**config.mk**
```make
export PLATFORM = sky130hd
export DESIGN_NAME = tcw_cursor
export DESIGN_NICKNAME = d
export VERILOG_FILES = /design/src/design/tcw_pkg.sv /design/src/design/tcw_cursor.sv
export SDC_FILE = /design/constraint.sdc
export NUM_CORES = 1
export LEC_CHECK = 0
export BUFFER_PORTS_ARGS = -buffer_cell sky130_fd_sc_hd__buf_2
export CORE_UTILIZATION = 50
export CTS_CLUSTER_DIAMETER = 200
export DETAILED_ROUTE_END_ITERATION = 7
export GPL_ROUTABILITY_DRIVEN = 0
export GPL_TIMING_DRIVEN = 0
export HOLD_SLACK_MARGIN = 0.02
export PLACE_DENSITY = 0.78
export REMOVE_ABC_BUFFERS = 1
export SYNTH_ARGS = -nofsm -noshare
export SYNTH_HDL_FRONTEND = slang
export SYNTH_SLANG_ARGS = --single-unit
```
**constraint.sdc**
```tcl
create_clock -name i_clk -period 3.3 [get_ports i_clk]
set_input_delay 0.825 -clock i_clk [delete_from_list [all_inputs] [get_ports i_clk]]
set_output_delay 0.825 -clock i_clk [all_outputs]
set_load 0.005 [all_outputs]
```
**src/design/tcw_pkg.sv**
```systemverilog
// shared types and constants for the text console writer
package tcw_pkg;

    localparam logic [1:0]  REQ_PUT    = 2'd0;
    localparam logic [1:0]  REQ_READ   = 2'd1;
    localparam logic [1:0]  REQ_CLEAR  = 2'd2;

    localparam logic [7:0]  CH_NEWLINE = 8'd10;
    localparam logic [7:0]  CH_RETURN  = 8'd13;

    localparam int          CELL_W     = 16;
    // attribute in the high byte, character in the low byte
    localparam logic [15:0] BLANK_CELL = 16'h0720;

    localparam int          ROW_OUT_W  = 5;
    localparam int          COL_OUT_W  = 7;
    localparam int          POS_OUT_W  = 11;

    typedef struct packed {
        logic [1:0]  req_type;
        logic [7:0]  char_code;
        logic [7:0]  color;
        logic [10:0] cell_index;
    } t_in_item;

    typedef struct packed {
        logic [7:0]           read_char;
        logic [7:0]           read_attr;
        logic [ROW_OUT_W-1:0] cursor_row;
        logic [COL_OUT_W-1:0] cursor_col;
        logic [POS_OUT_W-1:0] cursor_pos;
        logic                 scrolled;
    } t_out_item;

    typedef struct packed {
        logic       put;
        logic       home;
        logic [7:0] code;
    } t_cur_cmd;

    typedef enum logic [1:0] {
        ST_IDLE,
        ST_READ,
        ST_SWEEP
    } t_state;

endpackage

```
**src/design/tcw_cursor.sv**
```systemverilog
// cursor row, column and linear position with wrap and scroll detection
module tcw_cursor
    import tcw_pkg::*;
#(
    parameter int COLS = 80,
    parameter int ROWS = 25,
    localparam int AW = $clog2(ROWS * COLS),
    localparam int RW = $clog2(ROWS),
    localparam int CW = $clog2(COLS)
) (
    input  logic          i_clk,
    input  logic          i_rst_n,
    input  t_cur_cmd      i_cmd,
    output logic [RW-1:0] o_row,
    output logic [CW-1:0] o_col,
    output logic [AW-1:0] o_pos,
    output logic [AW-1:0] o_addr,
    output logic          o_scroll
);

    localparam int LAST = (ROWS - 1) * COLS;

    logic [RW-1:0] r_row, n_row;
    logic [CW-1:0] r_col, n_col;
    logic [AW-1:0] r_pos, n_pos;
    logic          last_col;
    logic          last_row;
    logic          is_nl;
    logic          is_cr;

    assign last_col = (r_col == CW'(COLS - 1));
    assign last_row = (r_row == RW'(ROWS - 1));
    assign is_nl    = (i_cmd.code == CH_NEWLINE);
    assign is_cr    = (i_cmd.code == CH_RETURN);

    // a printable character in the last cell or a newline on the bottom row
    assign o_scroll = i_cmd.put && last_row && (is_nl || (!is_cr && last_col));

    always_comb begin
        n_row = r_row;
        n_col = r_col;
        n_pos = r_pos;
        if (i_cmd.home) begin
            n_row = '0;
            n_col = '0;
            n_pos = '0;
        end else if (i_cmd.put) begin
            if (o_scroll) begin
                n_row = RW'(ROWS - 1);
                n_col = '0;
                n_pos = AW'(LAST);
            end else if (is_nl) begin
                n_row = r_row + 1'b1;
                n_col = '0;
                n_pos = r_pos - AW'(r_col) + AW'(COLS);
            end else if (is_cr) begin
                n_col = '0;
                n_pos = r_pos - AW'(r_col);
            end else if (last_col) begin
                n_row = r_row + 1'b1;
                n_col = '0;
                n_pos = r_pos + 1'b1;
            end else begin
                n_col = r_col + 1'b1;
                n_pos = r_pos + 1'b1;
            end
        end
    end

    always_ff @(posedge i_clk) begin
        if (!i_rst_n) begin
            r_row <= '0;
            r_col <= '0;
            r_pos <= '0;
        end else begin
            r_row <= n_row;
            r_col <= n_col;
            r_pos <= n_pos;
        end
    end

    assign o_row  = n_row;
    assign o_col  = n_col;
    assign o_pos  = n_pos;
    assign o_addr = r_pos;

endmodule

```
# [Yosys cells after proc, flatten, opt, wreduce, memory -nomap -nowiden]
# Index checks and enable logic that the tools add are counted.
[totals] reg_bits=23 in_bits=12 out_inout_bits=35 wordCells=34
[classes] n_addsub=5 eq_ne=4 n_mux=17 reduce_logical=5
[op_table] op="$mux 11" count=5
[op_table] op="$mux 7" count=6
[op_table] op="$mux 5" count=6
[op_table] op="$eq 8x4->1 const B" count=2
[op_table] op="$add 11x1->11 const B" count=1
[op_table] op="$add 11x7->11 const B" count=1
[op_table] op="$sub 11x7->11" count=1
[op_table] op="$add 7x1->7 const B" count=1
[op_table] op="$eq 7x7->1 const B" count=1
[op_table] op="$add 5x1->5 const B" count=1
[op_table] op="$eq 5x5->1 const B" count=1
[op_table] op="$logic_and 1x1->1" count=3
[op_table] op="$logic_not 1->1" count=1
[op_table] op="$logic_or 1x1->1" count=1

# [Depth between registers and ports, before layout]
[logic_depth] word_depth=8 ltp_mapped=12 depth_no_buf=12

# [Worst setup path before layout]
# OpenSTA, ideal clock, no wires.
[synth_path] kind="reg-to-output" start="reg r_pos[0] (netlist: o_addr[0])" end="out o_pos[6]" t_arrival_ps=2506 t_required_ps=2475 path_slack_ps=-31 stages_incl_launch_ff=12 path_buffers=0 path_cell_list="dfxtp_1 inv_1 ha_1 fa_1 nand2b_1 a21oi_1 xnor2_1 ha_1 xnor3_1 nand2_1 a32oi_1 nor2_1"
[synth_via] elab_chain_len=6 elab_cells_between_ends=8 cone_classes="add/sub: 3; mux: 5"
[synth_lines] element="start: declaration" line="tcw_cursor.sv:25" rtl="logic [AW-1:0] r_pos, n_pos;"
[synth_lines] element="start signal: assignment" line="tcw_cursor.sv:78" rtl="r_pos <= n_pos;"
[synth_lines] element="$sub 11x7->11 or $add 11x1->11 (tied branches)"
[synth_lines] element="$add 11x7->11 or $mux 11 (tied branches)" line="tcw_cursor.sv:55, tcw_cursor.sv:56"
[synth_lines] element="$mux 11 (*)" line="tcw_cursor.sv:52" rtl="end else if (is_nl) begin"
[synth_lines] element="$mux 11 (*)" line="tcw_cursor.sv:48" rtl="if (o_scroll) begin"
[synth_lines] element="$mux 11 (*)" line="tcw_cursor.sv:47" rtl="end else if (i_cmd.put) begin"
[synth_lines] element="$mux 11 (*)" line="tcw_cursor.sv:43" rtl="if (i_cmd.home) begin"
[synth_lines] element="end: declaration" line="tcw_cursor.sv:16" rtl="output logic [AW-1:0] o_pos,"
# Mark *: on every way between the ends. The rest lies on a longest branch, timed or not.

# [Final worst setup path]
[layout_path] start="reg r_col[1]" end="out o_pos[6]"
[layout_via] elab_chain_len=7 elab_cells_between_ends=11 cone_classes="add/sub: 2; eq/ne: 1; mux: 5; reduce/logical: 3"
[layout_lines] element="start: declaration" line="tcw_cursor.sv:24" rtl="logic [CW-1:0] r_col, n_col;"
[layout_lines] element="start signal: assignment" line="tcw_cursor.sv:77" rtl="r_col <= n_col;"
[layout_lines] element="branches (longest 4 deep; another with $sub 11x7->11)"
[layout_lines] element="$mux 11 (*)" line="tcw_cursor.sv:48"
[layout_lines] element="$mux 11 (*)" line="tcw_cursor.sv:47"
[layout_lines] element="$mux 11 (*)" line="tcw_cursor.sv:43"
# Mark *: on every way between the ends.

==> key figures <==
STA
  • Slew Limit Fails: 0
  • Crit path time final: 3.71 ns
  • Fin worst setup slack: -0.405 ns
  • Highest clock rate: 0.270 GHz
  • Fin. Hold Viols: 0
  • Worst rel slew slack: between 50% and 60%
  • Worst-margin pin slew: between 0.6 and 0.7 ns
  • # setup viols final: 12
  • RSZ-0062 raised after global routing: true
  • Clock skew: between 0.001 and 0.0015 ns
  • Final critical-path share of the clock period: 112%
  • Setup TNS: -2.41 ns

Place
  • DP Area: 2420 sq um
  • I/O Buffers: 46
  • Pre-CTS setup slack: -0.586 ns
  • Dpl hpwl: 4.50 mm

Cells and area
  • Share of cells above drive strength 1: 40.5%
  • Commonest non-fill, non-tap cell in the layout: nor2_1
  • Area Growth Syn to Fin: 43.3%
  • Layout Utilization: 76.9%
  • Ant. Diodes: 0
  • Fin area: between 3000 and 4000 sq um
  • Nets: 404
  • Most frequent cells in the layout: nor2_1, buf_2, buf_4, nand2_1, a21oi_1

CTS
  • CTS Buffer Depth: 2
  • Clock root buffer: clkbuf_8
  • Clock Latency Late Sink: 0.27 ns
  • Clk slew on worst S/H paths: 0.09 ns
  • Htree depth: 1
  • CTS sink cnt: 23
  • CTS tree: built
  • CTS buffer count: 3

Outcome
  • Status: finished with violations
  • Failing checks: negative setup slack

Critical path
  • Worst path required time: 2.47 ns
  • Most common cell on crit path: nor2_1
  • Worst path slowest cell: dfxtp_4
  • Crit path max fanout: 3
  • Largest stage delay, worst path: 0.37 ns
  • Kind of critical path: flip-flop to output pin
  • Startpoint types: flip-flop
  • Crit path DAT: about 2.9 ns
  • Critical-path cell list: inv_4, ha_4, nor2b_4, o31a_1, o21ai_2, nor3b_4, nor2_1, ha_2, buf_6, xnor3_1, nand2_1, a32oi_2, nor2_1, buf_2
  • Critical Path End Type: output pin

Route
  • TritonRoute pass-1 iters: 5
  • Wirelength per Cell: 19.5 um
  • Antenna Nets Post-Route: 0
  • Vias per std cell: around 6.4
  • Initial DRC Count: 350
  • Vias: around 2.7k
  • DR DRC count: 0
  • DRT Wirelength: about 8.4 mm

Run
  • Max_cap viols: 0

Power and ir drop
  • Int Pwr: 0.443 mW
  • Switching pwr: between 0.2 and 0.25 mW
  • Clock power frac: 28.7%
  • Sequential Power Share: 44.0%
  • PD cells: 203 nW/um^2
  • Leakage: around 1.3 nW
  • Switch share: 31.5%
  • Combinational power share: 27.3%
  • Max rail drop VDD: 0.188 mV

GRT
  • Number of global-route vias before repair: between 2k and 2.5k
  • GRT overflow: 0
  • Largest net degree at the start of global routing: 20
  • Routing usage on met1: 38.2%
  • M3 GR Usage: 5.10%
  • Initial antenna violation count: 0
  • Met2 Usage GRT: between 50% and 60%
  • Busiest metal layer after global routing: met2
  • Gr usage total: 31.6%
  • Global-route wire length before repair: 11.1 mm

Synth
  • Synth Flop Type: dfxtp_1
  • Sequential fraction of the synthesis area: between 20% and 30%
  • FF+latch count, synth: 23
  • Syn. warnings: 0
  • Distinct cells, synth: 58
  • Post-synth EDFFs: 0
  • Synth async-reset ratio: 0%
  • Synthesized cell area: roughly 2200 sq um
  • Synthesized instance count: 310
  • Avg Inst Size Synth: 7.18 sq um

Floorplanning
  • Die Width: 68.7 um
  • Cell Rows: 23
  • DIE AREA: 4720 sq um
  • Die height: 68.7 um
  • Core Area: a little over 4000 sq um
  • Initial Utilization: 53.7%
  • I/O pin total: 47

Hold path
  • Hold crit path type: flip-flop to flip-flop
-- layer usage --
| metal | up-vias | routed length (um) |
|---|---|---|
| li1 | 1244 | - |
| met1 | 1271 | 3170 |
| met2 | 177 | 4100 |
| met3 | 57 | 623 |
| met4 | 0 | 458 |
| met5 | - | 0 |
-- cells in the mapped netlist (2+ instances only) --
cell	count	share of area, %
a21boi_0	4	1.3
nor2_1	62	10
or2_2	2	0.56
inv_1	17	2.9
o21a_1	2	0.67
a21oi_1	19	4.3
o211ai_1	3	1.0
xnor2_1	9	3.5
or3_1	2	0.56
ha_1	12	6.7
mux2_2	2	1.0
and2_1	3	0.84
buf_6	4	2.0
and3_1	6	1.7
nor3_1	10	2.2
nand4_1	5	1.4
clkbuf_1	10	1.7
a32oi_1	3	1.2
nand2_1	21	3.5
o31ai_1	4	1.3
xor2_1	6	2.4
nor4_1	2	0.56
mux2i_1	2	0.90
a211oi_1	6	2.0
a31oi_1	2	0.56
dfxtp_1	23	21
a21o_1	2	0.67
nor3b_1	4	1.3
nand3_1	14	3.1
o31a_1	2	0.79
o21ai_0	17	3.8
and3b_1	2	0.79
nand2b_1	3	0.84
-- kinds of logic after synthesis --
group / after synthesis / synth area share (%)
AO/OA/AOI/OAI: 77 / 23.8
XOR/XNOR: 16 / 6.92
adder cells (fa/ha/maj): 13 / 7.65
buffers and inverters: 33 / 7.09
flip-flops: 23 / 20.7
multiplexers: 4 / 1.91
AND/OR/NAND/NOR: 144 / 31.9
-- power groups by stage --
stage / logic [mW] / clock network [mW] / registers, mW
detailed placement: 0.108 / 0 / 0.293
finish: 0.177 / 0.186 / 0.284
CTS: 0.144 / 0.188 / 0.285
global route: 0.187 / 0.201 / 0.285
floorplan: 0.0694 / 0 / 0.292
global placement: 0.106 / 0 / 0.293
-- what timing repair did --
item	4_1_cts	5_1_grt
buffers inserted	25	9
pin swaps	26	27
cloned	0	0
gates resized for setup	62	45
setup endpoints to repair	23	21
hold buffers	0	0
hold endpoints to repair	0	0
-- layout make-up --
cell class	count	area, sq um
clock buffer	3	41.3
clock inverter	1	7.51
fill	274	957
inverter	17	68.8
multi-input combinational	254	1990
sequential	23	483
tap	50	62.6
timing repair buffer	80	531
-- critical path, delay by kind of cell (launching register included) --
kind	cells	cell delay [ns]
compound gates	3	0.74
xor+xnor	1	0.19
fa+ha+maj	2	0.42
buf+inv	3	0.29
flops	1	0.37
simple gates	5	0.59
-- state kept, by name (all words and copies together) (netlist names) --
name    flops
r_col       7
o_addr     11
r_row       5
-- final timing paths --
kind / cells after the start / from / endpoint / slack (ns)
worst max-delay path: 14 / r_col[1]$_SDFF_PN0_ / o_pos[6] / -0.41
worst min-delay path: 2 / r_row[4]$_SDFF_PN0_ / r_row[4]$_SDFF_PN0_ / 0.58
worst max register to register: 16 / r_col[1]$_SDFF_PN0_ / o_addr[5]$_SDFF_PN0_ / 0.31
worst min register to register: 2 / r_row[4]$_SDFF_PN0_ / r_row[4]$_SDFF_PN0_ / 0.58
-- metrics by stage --
stage	cells	total power [mW]	hold slack, ns
2_1_floorplan	294	0.361	0.510
3_3_place_gp	390	0.400	0.544
3_5_place_dp	390	0.402	0.534
4_1_cts	419	0.616	0.566
5_1_grt	428	0.673	0.619
6_report	428	0.647	0.582
(Power assumes the default switching activity.)
